[config.mk]
export PLATFORM = sky130hd
export DESIGN_NAME = qdtf_merge
export DESIGN_NICKNAME = d
export VERILOG_FILES = /design/src/hdl/qdtf_pkg.sv /design/src/hdl/qdtf_merge.sv
export SDC_FILE = /design/constraint.sdc
export NUM_CORES = 1
export LEC_CHECK = 0
export ABC_AREA = 0
export CAP_MARGIN = 20
export CORE_AREA = 2 2 46 48
export CTS_CLUSTER_SIZE = 16
export DETAILED_ROUTE_END_ITERATION = 10
export DIE_AREA = 0 0 48 50
export DONT_BUFFER_PORTS = 1
export PLACE_DENSITY_LB_ADDON = 0.15
export SLEW_MARGIN = 20
export SYNTH_ARGS = -nofsm -noshare
export SYNTH_HDL_FRONTEND = slang
export SYNTH_SLANG_ARGS = --single-unit
[constraint.sdc]
create_clock -name clk_i -period 1.9 [get_ports clk_i]
set_input_delay 0.285 -clock clk_i [delete_from_list [all_inputs] [get_ports clk_i]]
set_output_delay 0.285 -clock clk_i [all_outputs]
set_load 0.02 [all_outputs]
[src/hdl/qdtf_pkg.sv]
// Shared constants, codes and types of the quad depth-test framebuffer.
package qdtf_pkg;

  localparam int MAX_WIDTH  = 256;
  localparam int MAX_HEIGHT = 256;

  localparam int LANES  = 4;
  localparam int LANE_W = 2;

  localparam int STORE_SIZE = MAX_WIDTH * MAX_HEIGHT;
  localparam int BANK_DEPTH = (STORE_SIZE + LANES - 1) / LANES;
  localparam int BANK_AW    = (BANK_DEPTH > 1) ? $clog2(BANK_DEPTH) : 1;
  localparam int ADDR_W     = BANK_AW + LANE_W;

  localparam int DEPTH_W   = 24;
  localparam int COLOUR_W  = 24;
  localparam int COORD_W   = 8;
  localparam int DIM_W     = 9;
  localparam int COL_W     = 9;
  localparam int MULT_W    = COORD_W + DIM_W + 1;
  localparam int ACTION_W  = 3;
  localparam int CFG_IDX_W = 2;

  localparam logic [DEPTH_W-1:0] DEPTH_ONE   = 24'h800000;
  localparam logic [DIM_W-1:0]   DIM_RESET   = 9'd256;

  localparam int RES_DEPTH = 2;
  localparam int RES_PTR_W = (RES_DEPTH > 1) ? $clog2(RES_DEPTH) : 1;
  localparam int RES_CNT_W = $clog2(RES_DEPTH + 1);

  typedef enum logic [ACTION_W-1:0] {
    ACT_TEST       = 3'd0,
    ACT_WR_DEPTH   = 3'd1,
    ACT_WR_COLOUR  = 3'd2,
    ACT_CLR_COLOUR = 3'd3,
    ACT_CLR_DEPTH  = 3'd4
  } action_e;

  typedef enum logic [CFG_IDX_W-1:0] {
    CFG_FRAME_WIDTH  = 2'd0,
    CFG_FRAME_HEIGHT = 2'd1
  } cfg_index_e;

  // One bank's access: read and write enables, row index, depth and colour.
  typedef struct packed {
    logic                rd_en;
    logic                dep_we;
    logic                col_we;
    logic [BANK_AW-1:0]  idx;
    logic [DEPTH_W-1:0]  depth;
    logic [COLOUR_W-1:0] colour;
  } bank_req_t;

  // Item whose bank reads are in flight, seen by the merge stage.
  typedef struct packed {
    logic              valid;
    logic              test;
    logic [LANE_W-1:0] lo;
    logic [LANES-1:0]  in_frame;
  } slot_t;

endpackage

[src/hdl/qdtf_merge.sv]
// Merge stage: puts bank results back in lane order and queues the pass masks.
module qdtf_merge
  import qdtf_pkg::*;
(
  input  logic             clk_i,
  input  logic             rst_ni,
  input  slot_t            slot_i,
  input  logic [LANES-1:0] bank_pass_i,
  input  logic             out_ready_i,
  output logic             out_valid_o,
  output logic [LANES-1:0] pass_mask_o,
  output logic             room_o
);

  logic [LANES-1:0]     mem_q [RES_DEPTH];
  logic [RES_PTR_W-1:0] wr_ptr_q, wr_ptr_d;
  logic [RES_PTR_W-1:0] rd_ptr_q, rd_ptr_d;
  logic [RES_CNT_W-1:0] cnt_q, cnt_d;
  logic [LANES-1:0]     lane_pass;
  logic                 pop;

  always_comb begin
    for (int i = 0; i < LANES; i++) begin
      lane_pass[i] = slot_i.test && slot_i.in_frame[i] &&
                     bank_pass_i[LANE_W'(slot_i.lo + LANE_W'(i))];
    end
  end

  assign out_valid_o = cnt_q != '0;
  assign pass_mask_o = mem_q[rd_ptr_q];
  assign pop         = out_valid_o && out_ready_i;
  // a word in flight already holds its place
  assign room_o      = ((cnt_q + RES_CNT_W'(slot_i.valid)) < RES_CNT_W'(RES_DEPTH)) || pop;

  always_comb begin
    wr_ptr_d = wr_ptr_q;
    rd_ptr_d = rd_ptr_q;
    if (slot_i.valid) begin
      wr_ptr_d = (wr_ptr_q == RES_PTR_W'(RES_DEPTH - 1)) ? '0 : wr_ptr_q + 1'b1;
    end
    if (pop) begin
      rd_ptr_d = (rd_ptr_q == RES_PTR_W'(RES_DEPTH - 1)) ? '0 : rd_ptr_q + 1'b1;
    end
    cnt_d = cnt_q + RES_CNT_W'(slot_i.valid) - RES_CNT_W'(pop);
  end

  always_ff @(posedge clk_i or negedge rst_ni) begin
    if (!rst_ni) begin
      wr_ptr_q <= '0;
      rd_ptr_q <= '0;
      cnt_q    <= '0;
    end else begin
      wr_ptr_q <= wr_ptr_d;
      rd_ptr_q <= rd_ptr_d;
      cnt_q    <= cnt_d;
    end
  end

  always_ff @(posedge clk_i) begin
    if (slot_i.valid) begin
      mem_q[wr_ptr_q] <= lane_pass;
    end
  end

endmodule

## Word level (Yosys, flattened, before mapping)

Memory sizes are Yosys's and may differ from the RTL's.
Cells that the tools add are included.

| storage, ports and cells | value |
|---|---|
| register bits after elaboration | 4 |
| memory bits (writable) | 8 |
| input bits | 15 |
| output and inout port bits | 6 |
| word-level logic and storage cells | 39 |
| memories kept | 1 |

Memories:

| memory | words | bits a word | read ports | clocked after Yosys merged registers in | write ports | RTL line | source |
|---|---|---|---|---|---|---|---|
| mem_q | 2 | 4 | 1 | 0 | 1 | qdtf_merge.sv:15 | `logic [LANES-1:0] mem_q [RES_DEPTH];` |

| operators by class | value |
|---|---|
| add/sub/neg operators | 7 |
| $lt $le $gt $ge | 5 |
| muxes and demuxes | 12 |
| reductions and logical operators | 11 |

Operators with widths:

| kind | count |
|---|---|
| 2-bit by 3-bit less-than comparator with 1-bit output (second input constant) | 4 |
| 1-bit logical AND | 9 |
| 1-bit binary-select mux with 2-bit select | 4 |
| 1-bit 2-to-1 mux | 8 |
| 2-bit adder (second input constant) | 2 |
| 1-bit adder (second input constant) | 2 |
| 2-bit by 1-bit adder with 2-bit output | 1 |
| 2-bit by 1-bit adder with 2-bit output (second input constant) | 1 |
| 2-bit less-than comparator (second input constant) | 1 |
| 2-bit nonzero test | 1 |
| 2-bit by 1-bit subtractor with 2-bit output | 1 |
| 1-bit logical OR | 1 |

## Longest topological paths before layout

Gate-level depths: netlist of run 1.

| logic depth | value |
|---|---|
| depth in word-level cells | 4 |
| depth in mapped cells | 4 |
| gate-level depth less buffers | 4 |

## Worst setup path after synthesis of run 1

OpenSTA, ideal clock, no wires.

| path | value |
|---|---|
| path type | reg2out |
| start point | reg cnt_q[0] |
| end point | out room_o |
| data arrival time | 0.954 ns |
| required time | 1.615 ns |
| path slack | 0.661 ns |
| cell stages (with the launch flop) | 3 |
| buffers on the path | 0 |
| cells stage by stage | dfrtp_1 ha_1 a21oi_1 |

| on the way | value |
|---|---|
| longest elaborated chain between the ends | 3 |
| elaborated cells between the ends (all ways) | 5 |
| classes of those cells | 1 x add/sub; 1 x order compare; 3 x reduce/logical |

Ends and longest elaborated chain:

| item | RTL line | source |
|---|---|---|
| from (decl) | qdtf_merge.sv:18 | `logic [RES_CNT_W-1:0] cnt_q, cnt_d;` |
| from (signal assigned) | qdtf_merge.sv:55 | `cnt_q <= cnt_d;` |
| 2-bit by 1-bit adder with 2-bit output / 2-bit nonzero test (equally long branches) | qdtf_merge.sv:33, qdtf_merge.sv:29 |  |
| 2-bit less-than comparator / 1-bit logical AND (equally long branches) | qdtf_merge.sv:33, qdtf_merge.sv:31 |  |
| 1-bit logical OR (*) | qdtf_merge.sv:33 | `assign room_o = ((cnt_q + RES_CNT_W'(slot_i.valid)) < RES_CNT_W'(RES_DEPTH)) \|\| pop;` |
| to (decl) | qdtf_merge.sv:12 | `output logic room_o` |

Every way passes the cells marked *; elsewhere a longest branch is shown, timed or not.

## Final worst setup path of run 1

Ends and elaborated chain as after synthesis.

==> results of run 1 <==
## area by class of cell
class	instances	area, µm²	share of cell area [%]
sequential	12	340	48.8
multi-input combinational	25	279	40.0
tap	27	33.8	4.85
clock buffer	4	26.3	3.77
timing repair buffer	1	10.0	1.44
inverter	2	7.51	1.08
## registers in the layout (all words and copies together) (netlist names)
signal    cells
cnt_q         2
mem_q         8
rd_ptr_q      1
wr_ptr_q      1
## stage by stage
step	setup slack, ns	utilization [%]	total power (µW)	hold WS (ns)
finish	0.281	36.6	898	0.0995
global route	0.159	36.6	966	0.0901
CTS	0.267	36.6	908	0.0981
detailed placement	0.562	34.7	745	-0.0105
global placement	0.626	34.7	729	-0.0105
floorplan	0.661	-	698	-0.0106
## critical path, cell delays in order, from the launching register on
cell and delay, ns:
dfrtp_1 0.39, ha_1 0.23, nor3b_1 0.07, a21oi_1 0.38
## cell usage in the layout, fill, tap and decap left out
cell | Yosys | layout
inv_1 | 2 | 2
a21oi_1 | 2 | 2
o21a_1 | 1 | 1
ha_1 | 2 | 2
xor2_1 | 2 | 2
and3_1 | 4 | 4
dfrtp_1 | 4 | 4
mux2_2 | 4 | 4
or2_2 | 1 | 1
nor2b_1 | 1 | 1
and2_1 | 1 | 1
xnor2_1 | 2 | 2
edfxtp_1 | 8 | 8
clkbuf_4 | 0 | 3
nor3b_1 | 1 | 1
mux4_1 | 4 | 4
clkbuf_1 | 0 | 1
dlygate4sd3_1 | 0 | 1
## cell usage after synthesis
cell type	number	area share (%)
o21a_1	1	1.2
mux4_1	4	17
inv_1	2	1.2
a21oi_1	2	1.6
and2_1	1	1.0
nor2b_1	1	1.0
or2_2	1	1.0
ha_1	2	4.0
xnor2_1	2	2.8
dfrtp_1	4	16
mux2_2	4	7.2
and3_1	4	4.0
edfxtp_1	8	38
nor3b_1	1	1.2
xor2_1	2	2.8
## kinds of logic after synthesis
family / after synthesis / share of synthesized area [%]
flip-flops: 12 / 54.3
multiplexers: 8 / 24.0
AND/OR/NAND/NOR: 8 / 8.19
XOR/XNOR: 4 / 5.59
AO/OA/AOI/OAI: 3 / 2.79
buffers and inverters: 2 / 1.20
adder cells (fa/ha/maj): 2 / 3.99
## metal layers
layer | wire, µm | part of all wire [%] | track usage (%) | up-vias
met5 | 0 | 0 | 0 | -
met4 | 36 | 3.8 | 9.46 | 0
met3 | 73 | 7.7 | 4.03 | 4
met2 | 457 | 48 | 11.6 | 18
met1 | 384 | 40 | 11.1 | 165
li1 | - | - | - | 162
## final timing paths
kind	startpoint	to	cells past startpoint
min in group asynchronous	rst_ni	rd_ptr_q	1
hold / removal	slot_i[7]	wr_ptr_q	1
setup reg to reg	cnt_q[0]	cnt_q[1]	4
setup / recovery	cnt_q[0]	room_o	3
max in group asynchronous	rst_ni	cnt_q[0]	1
hold reg to reg	wr_ptr_q	wr_ptr_q	1
## power by group through the flow
stage          clock network (µW)  logic [µW]  registers, µW
6_report                      162         307            428
3_5_place_dp                    0         308            438
4_1_cts                       164         313            431
2_1_floorplan                   0         278            419
5_1_grt                       180         344            442
3_3_place_gp                    0         299            430
==> out/metrics.csv, run 1 <==
stage;metric;value;unit
outcome;status;finished, final reports clean;
floorplanning;die area;2400;µm²
synth;sequential element share of the synthesized area;54.3;%
power;switching power;312;µW
floorplanning;FP Rows;16;
drt;WL final;951;µm
floorplanning;Die X;48;µm
finish;Final Non-Filler Cells;71;
setup_path;Arr. time, crit path;1.33;ns
setup_path;Worst Setup Start Kind;flop;
place;RePlAce Congestion;0.631;
drt;DRT iter0 DRCs;5;
global_route;initial antenna violation count;0;
power;Leak;0.000277;µW
global_route;GR Overflow Total;0;
setup_path;Required @ worst endpoint;1.62;ns
setup_path;crit path kind;flop to primary output;
power;Seq pwr share;47.7;%
cts;CTS tree;yes;
setup_path;crit end category;primary output;
cts;CTS Root Cell;clkbuf_4;
hold_path;min-delay worst type;primary input to flop;
synth;Netlist cell types;15;
drt;DR pass1 iterations;2;
synth;net count after synthesis;56;
cts;Reg clk slew, reported paths;0.07;ns
drt;Routed WL per cell;13.4;µm
power;combinational share of power;34.2;%
sta;Slew @ Worst Pin;0.462;ns
finish;share of layout cells above drive strength 1;18.2;%
finish;diodes inserted;0;
drt;Via density;4.92;
sta;Slew Limit Fails;0;
cts;depth of the CTS H-tree;1;
cts;worst-skew pair later-pin latency;0.27;ns
drt;via count;349;
sta;total negative slack;0;ns
drt;DRC violations left;0;
cts;CTS Buf Count;3;
synth;Post-Synthesis Cells;39;
power;Max rail drop VDD;0.300;mV
global_route;largest net degree at the start of global routing;8;
sta;Setup Viol. Count Final;0;
sta;min Tclk post-route;1.62;ns
sta;Slew headroom;69.3;%
place;post-DP HPWL;771;µm
place;IO Port Bufs;0;
synth;synth warn;0;
setup_path;Reg2Reg Setup Slack;0.77;ns
floorplanning;Core Area;1900;µm²
floorplanning;io pins;21;
floorplanning;DIE HEIGHT;50;µm
finish;Layout Nets;62;
finish;final instance area;697;µm²
global_route;Tot GR Track Use;9.36;%
finish;# fillers;191;
power;clock share of power;18.1;%
synth;average cell area after synthesis;16.1;µm²
power;Int Pwr;586;µW
sta;skew final;0.00181;ns
floorplanning;Initial Utilization;33.0;%
job;Max Cap Violations;0;
sta;Hold Violations, Final;0;
place;DP Area;661;µm²
synth;#FFs+latches synth;12;
sta;Final Cycle Share;85.2;%
cts;post-CTS resize count;0;
cts;postcts setup bufs;0;
power;Sw Share;34.7;%
sta;fmax;618;MHz
global_route;vias in the first global route;326;
global_route;first-pass GRT wire length;1.47;mm
setup_path;CP max FO;4;
cts;CTS Hold Bufs;1;
finish;Layout area overhead;11.2;%
place;placed insts;66;
cts;CTS max path bufs;2;
cts;clock sinks;12;
sta;RSZ-0062 raised after global routing;no;
synth;area of the mapped netlist;627;µm²
power;pwr dens;1290;nW/µm²
drt;antenna violation net count after detailed routing;0;
No activity file was read; power rests on OpenSTA's default activity.
==> run 2: changes to the inputs <==
- HOLD_SLACK_MARGIN: unset -> 0.05
- clock period: 1.9 -> 1.5 ns (I/O delays scaled with it)
==> run 2 against run 1 <==
Effect of this change:
- clock power grew 25%
- critical endpoint unchanged
- sequential share of layout area fell by 3.0 points
- critical path depth increased by 1
- cell area grew 6.6%
- sequential power up 28%
- combinational power grew 52%
- clock skew up 0.0025 ns
- utilization grew 2.4 points
- register-to-register slack got worse by 0.49 ns
==> out/metrics.csv, run 2 (synthesis results as in run 1) <==
stage;metric;value;unit;change
setup_path;Arr. time, crit path;1.22;ns;-0.11 ns
finish;most flop-heavy register;mem_q;;
drt;met3 wire len;74;µm;+1.4%
sta;Slew Limit Fails;0;;unchanged
drt;WL final;1.05;mm;+10%
setup_path;crit end category;primary output;;
drt;DRT iter0 DRCs;0;;-5
finish;multi-input combinational cell area;300;µm²;+7.6%
finish;max reg flops;8;;unchanged
floorplanning;FP Rows;16;;unchanged
drt;DR WL met2;525;µm;+15%
setup_path;CP max FO;3;;-1
setup_path;Critical-path top delay cell;dfrtp_1;;
place;RePlAce Congestion;0.631;;about the same
drt;DRC violations left;0;;unchanged
sta;fmax;690;MHz;
cts;depth of the CTS H-tree;1;;unchanged
setup_path;crit path launch;cnt_q[0];;
floorplanning;die area;2400;µm²;unchanged
cts;worst-skew pair later-pin latency;0.27;ns;about the same
cts;CTS Buf Count;3;;unchanged
sta;skew final;0.00435;ns;+0.00254 ns
power;Int Pwr;793;µW;+35%
setup_path;Worst Setup Start Kind;flop;;
power;Seq pwr share;45.0;%;-2.7 points
place;post-DP HPWL;804;µm;+4.2%
power;combinational share of power;38.3;%;+4.1 points
job;Max Cap Violations;0;;unchanged
sta;Setup Viol. Count Final;0;;unchanged
power;Max rail drop VDD;0.407;mV;+36%
global_route;GR Overflow Total;0;;unchanged
setup_path;r2r endpoint;cnt_q[1];;
hold_path;min-delay worst type;primary input to flop;;
cts;clock sinks;12;;unchanged
setup_path;CP Cell Sequence;ha_4, nor3b_2, a21oi_1, buf_4;;
global_route;largest net degree at the start of global routing;8;;unchanged
global_route;Tot GR Track Use;10.0;%;+0.64 points
floorplanning;Core Area;1900;µm²;unchanged
setup_path;Reg-to-Reg Start;cnt_q[0];;
sta;Slew @ Worst Pin;0.366;ns;-0.0952 ns
setup_path;crit path kind;flop to primary output;;
setup_path;R2R depth;4;;unchanged
setup_path;critical path endpoint;room_o;;
finish;Layout area overhead;18.6;%;
drt;highest routed layer;met4;;
finish;commonest non-fill, non-tap cells in the layout;8 x edfxtp_1, 4 x mux2_2, 4 x mux4_1, 4 x and3_1, 4 x dfrtp_1;;
cts;CTS tree;yes;;
power;pwr dens;1640;nW/µm²;+27%
finish;diodes inserted;0;;unchanged
finish;most common cell after layout, fill and taps aside;edfxtp_1;;
sta;Hold Violations, Final;0;;unchanged
power;Sw Share;34.8;%;+0.050 points
global_route;vias in the first global route;368;;+13%
finish;final instance area;743;µm²;+6.6%
finish;# fillers;188;;-1.6%
floorplanning;Die X;48;µm;unchanged
sta;Worst Hold Margin;0.205;ns;+0.106 ns
setup_path;Reg2Reg Setup Slack;0.28;ns;-0.49 ns
drt;routed length on met1;417;µm;+8.6%
sta;total negative slack;0;ns;unchanged
sta;Final Cycle Share;96.6;%;
global_route;first-pass GRT wire length;1.60;mm;+8.9%
finish;largest registers;mem_q x8, cnt_q x2;;
power;clock share of power;16.7;%;-1.4 points
floorplanning;DIE HEIGHT;50;µm;unchanged
drt;Via density;4.93;;+0.34%
cts;Reg clk slew, reported paths;0.07;ns;about the same
cts;CTS Root Cell;clkbuf_4;;
setup_path;delay of the slowest critical-path stage;0.41;ns;+0.02 ns
floorplanning;Initial Utilization;33.0;%;unchanged
drt;via count;365;;+4.6%
finish;register area;340;µm²;unchanged
cts;CTS max path bufs;2;;unchanged
setup_path;Required @ worst endpoint;1.27;ns;-0.35 ns
power;switching power;423;µW;+36%
sta;min Tclk post-route;1.45;ns;
floorplanning;io pins;21;;unchanged
place;DP Area;668;µm²;+1.1%
outcome;status;finished, final reports clean;;
finish;Layout Nets;65;;+4.8%
global_route;initial antenna violation count;0;;unchanged
drt;antenna violation net count after detailed routing;0;;unchanged
drt;DR pass1 iterations;1;;-1
place;IO Port Bufs;0;;unchanged
sta;RSZ-0062 raised after global routing;yes;;
finish;share of layout cells above drive strength 1;27.7;%;+9.5 points
power;Leak;0.000293;µW;+5.7%
drt;Routed WL per cell;14.2;µm;+5.7%
sta;Slew headroom;75.5;%;+6.2 points
==> run 2: worst min path at each step <==
stage                     cells past startpoint  slack (ns)  startpoint           to
after floorplan                               0       -0.07      rst_ni     cnt_q[0]
after global placement                        0       -0.07      rst_ni     rd_ptr_q
after detailed placement                      0       -0.07      rst_ni     rd_ptr_q
after CTS                                     1        0.20   slot_i[3]  mem_q[1][3]
after global routing                          1        0.20   slot_i[3]  mem_q[0][3]
final                                         1        0.21   slot_i[3]  mem_q[0][3]
==> run 2: area by class of cell <==
cell class / count / share of cell area, %
multi-input combinational: 25 / 40.4
timing repair buffer: 4 / 4.71
tap: 27 / 4.55
sequential: 12 / 45.8
clock buffer: 4 / 3.54
inverter: 2 / 1.01
==> run 2: what timing repair did <==
action                                 CTS  global route
cloned                                   0             0
hold buffers                             2             0
resized for setup                        2             2
endpoints found under the hold margin    5             0
setup endpoints to repair                1             1
pin swaps                                0             2
setup buffers                            1             0
==> run 2: worst max-delay path: cells and delay by family (launching register included) <==
kind | cells | cell delay, ns
flip-flops | 1 | 0.41
adder cells (fa/ha/maj) | 1 | 0.19
AND/OR/NAND/NOR | 1 | 0.15
buffers and inverters | 1 | 0.15
AO/OA/AOI/OAI | 1 | 0.06
==> run 2: per-stage QoR <==
step / total power [µW] / worst slack (ns) / util [%] / cells
2_1_floorplan: 884 / 0.321 / - / 39
3_3_place_gp: 942 / 0.282 / 35.1 / 67
3_5_place_dp: 966 / 0.216 / 35.1 / 67
4_1_cts: 1200 / 0.0124 / 38.4 / 74
5_1_grt: 1300 / -0.0157 / 39.1 / 74
6_report: 1220 / 0.0511 / 39.1 / 74
==> run 2: power by group through the flow <==
stage               clock network [µW]  logic (µW)  registers, µW
floorplan                            0         352            531
global placement                     0         397            545
detailed placement                   0         411            555
CTS                                205         455            543
global route                       223         508            565
finish                             203         466            547
==> run 2: metal layers <==
layer | up-vias | global-route usage (%)
li1 | 168 | -
met3 | 4 | 4.03
met5 | - | 0
met1 | 175 | 11.2
met4 | 0 | 8.11
met2 | 18 | 14.2
==> run 3: changes to the inputs <==
- ABC_AREA: 0 -> 1
- CORE_AREA: 2 2 46 48 -> 2 2 48 50
- DIE_AREA: 0 0 48 50 -> 0 0 50 52
==> run 3 against run 2 <==
Effect of this change:
- count of clock-buffer cells in the layout is the same
- utilization down 1.1 points
- worst setup slack improved by 0.027 ns
- first-iteration DRC count increased by 2
- maximum frequency grew 1.9%
- sequential power is 3% lower
==> out/metrics.csv, run 3 <==
stage;metric;value;unit;change
global_route;first-pass GRT wire length;1.96;mm;+22%
hold_path;Worst Hold End;rd_ptr_q;;
sta;Worst Hold Margin;0.210;ns;+0.00442 ns
floorplanning;Core Area;2110;µm²;+11%
finish;commonest non-fill, non-tap cells in the layout;39 x nand2_1, 21 x inv_1, 9 x nor2_1;;
drt;Routed WL per cell;8.61;µm;-39%
cts;CTS Root Cell;clkbuf_4;;
place;placed insts;123;;+84%
finish;largest registers;mem_q x8, cnt_q x2;;
sta;Hold Violations, Final;0;;unchanged
synth;Post-synth top cells;40 x nand2_1, 21 x inv_1, 9 x nor2_1;;
power;Tot Pwr;1240;µW;+2.1%
place;post-DP HPWL;927;µm;+15%
place;worst slack at placement;0.287;ns;+0.0709 ns
power;Max rail drop VDD;0.529;mV;+30%
sta;Final Cycle Share;94.8;%;-1.8 points
sta;skew final;0.00172;ns;-0.00263 ns
finish;Layout area overhead;15.3;%;
setup_path;Reg-to-Reg Start;cnt_q[1];;
global_route;largest net degree at the start of global routing;8;;unchanged
cts;Reg clk slew, reported paths;0.07;ns;about the same
synth;most common cell in the netlist;nand2_1;;
setup_path;CP max FO;2;;-1
setup_path;Critical-path top delay cell;dfrtp_1;;
synth;Yosys top cell by area;edfxtp_1;;
synth;average cell area after synthesis;7.37;µm²;-54%
hold_path;min-delay worst type;primary input to flop;;
synth;ys flop type;edfxtp_1;;
drt;via count;531;;+45%
outcome;status;finished, final reports clean;;
drt;DRT iter0 DRCs;2;;+2
sta;Setup Viol. Count Final;0;;unchanged
synth;Netlist cell types;11;;-4
floorplanning;DIE HEIGHT;52;µm;+4.0%
cts;depth of the CTS H-tree;1;;unchanged
cts;CTS max path bufs;2;;unchanged
sta;Final WS setup;0.0784;ns;+0.0274 ns
sta;min Tclk post-route;1.42;ns;-0.0274 ns
finish;Layout Nets;120;;+85%
floorplanning;io pins;21;;unchanged
finish;diodes inserted;0;;unchanged
sta;Slew Limit Fails;0;;unchanged
power;pwr dens;1550;nW/µm²;-5.0%
setup_path;r2r endpoint;cnt_q[1];;
sta;Slew @ Worst Pin;0.348;ns;-0.0188 ns
synth;sequential element share of the synthesized area;49.1;%;-5.2 points
finish;most common cell after layout, fill and taps aside;nand2_1;;
setup_path;crit path kind;flop to primary output;;
setup_path;R2R depth;7;;+3
setup_path;CP Cell Sequence;ha_1, xnor2_2, inv_1, nand2_2;;
cts;clock sinks;12;;unchanged
finish;Final Non-Filler Cells;130;;+76%
synth;area of the mapped netlist;693;µm²;+11%
synth;top cells by area, synth;edfxtp_1 35%, nand2_1 22%, dfrtp_1 14%, inv_1 11%, nor2_1 4.9%;;
setup_path;crit end category;primary output;;
finish;share of layout cells above drive strength 1;11.8;%;-16 points
drt;WL final;1.12;mm;+6.8%
setup_path;Required @ worst endpoint;1.27;ns;about the same
hold_path;WHS Path Cells;2;;+1
place;RePlAce Congestion;0.711;;+13%
drt;DR pass1 iterations;3;;+2
global_route;GR Overflow Total;0;;unchanged
floorplanning;FP Rows;17;;+1
power;Leak;0.000455;µW;+56%
finish;most flop-heavy register;mem_q;;
floorplanning;Initial Utilization;32.9;%;-0.043 points
global_route;initial antenna violation count;0;;unchanged
synth;post-synth top area share;34.7;%;-3.7 points
finish;max reg flops;8;;unchanged
cts;CTS Buf Count;3;;unchanged
sta;Slew headroom;76.7;%;+1.2 points
floorplanning;die area;2600;µm²;+8.3%
synth;#FFs+latches synth;12;;unchanged
cts;worst-skew pair later-pin latency;0.26;ns;about the same
setup_path;delay of the slowest critical-path stage;0.38;ns;-0.03 ns
synth;EDFF count, synth;8;;unchanged
drt;antenna violation net count after detailed routing;0;;unchanged
cts;CTS tree;yes;;
place;IO Port Bufs;0;;unchanged
drt;DRC violations left;0;;unchanged
setup_path;Arr. time, crit path;1.20;ns;-0.02 ns
hold_path;hold_sp;out_ready_i;;
synth;Post-Synthesis Cells;94;;+140%
setup_path;Reg2Reg Setup Slack;0.34;ns;+0.06 ns
drt;Via density;4.08;;-17%
job;Max Cap Violations;0;;unchanged
global_route;Tot GR Track Use;10.2;%;+0.16 points
sta;fmax;703;MHz;+1.9%
synth;ys async rst share;33.3;%;unchanged
finish;final core utilization;38.0;%;-1.1 points
synth;net count after synthesis;111;;+98%
setup_path;Worst Setup Start Kind;flop;;
synth;synth warn;0;;unchanged
global_route;vias in the first global route;512;;+39%
floorplanning;Die X;50;µm;+4.2%
-- run 3: worst max-delay path, delay by kind of cell (launching register included) --
family        cells  cell delay (ns)
flops             1             0.38
xor+xnor          1             0.14
simple gates      1             0.12
fa+ha+maj         1             0.21
buf+inv           1             0.08
-- run 3: logic make-up after synthesis --
kind of cell	count (synthesis)	share of synthesized area [%]
DFF	12	49.1
xor gates and xnor gates	3	3.79
adders and majority gates	2	3.61
buffers and inverters	22	11.9
and+or+nand+nor	55	31.6
-- run 3: stage by stage --
stage               area (µm²)  TNS [ns]
floorplan                  693         0
global placement           736         0
detailed placement         736         0
CTS                        785         0
global route               800   -0.0202
finish                     800         0
-- run 3: layout make-up --
type / count / area (µm²)
clock buffers: 4 / 26.3
fillers: 223 / 1310
inverters: 22 / 82.6
multi-input cells: 60 / 280
flip-flops and latches: 12 / 340
well taps: 28 / 35.0
repair buffers: 4 / 35.0
-- run 3: how the worst max path moves through the flow --
| stage | from | to | slack, ns | depth (start not counted) |
|---|---|---|---|---|
| after floorplan | cnt_q[0] | room_o | 0.33 | 4 |
| after global placement | cnt_q[0] | room_o | 0.31 | 4 |
| after detailed placement | cnt_q[0] | room_o | 0.29 | 4 |
| after CTS | cnt_q[0] | room_o | 0.02 | 4 |
| after global routing | cnt_q[0] | room_o | -0.02 | 4 |
| final | cnt_q[0] | room_o | 0.08 | 4 |
-- run 3: where the power goes --
group | switching, µW | total, µW | internal [µW]
clock network | 96.5 | 199 | 103
logic | 333 | 515 | 182
registers | 62.4 | 528 | 466
-- run 3: what timing repair did --
action	in CTS	in global routing
buffers inserted	0	1
endpoints found under the setup margin	1	1
hold buffers	2	0
gates resized for setup	1	1
hold endpoints to repair	5	0
pin swaps	0	1
-- run 3: layer usage --
layer  share of wire [%]  wire length [µm]  vias to the layer above  track usage (%)
met5                   0                 0                        -                0
met4                 1.5                17                        0             6.94
met3                 7.9                88                        2             2.87
met2                  47               521                       15             17.3
met1                  44               492                      224             10.9
li1                    -                 -                      290                -
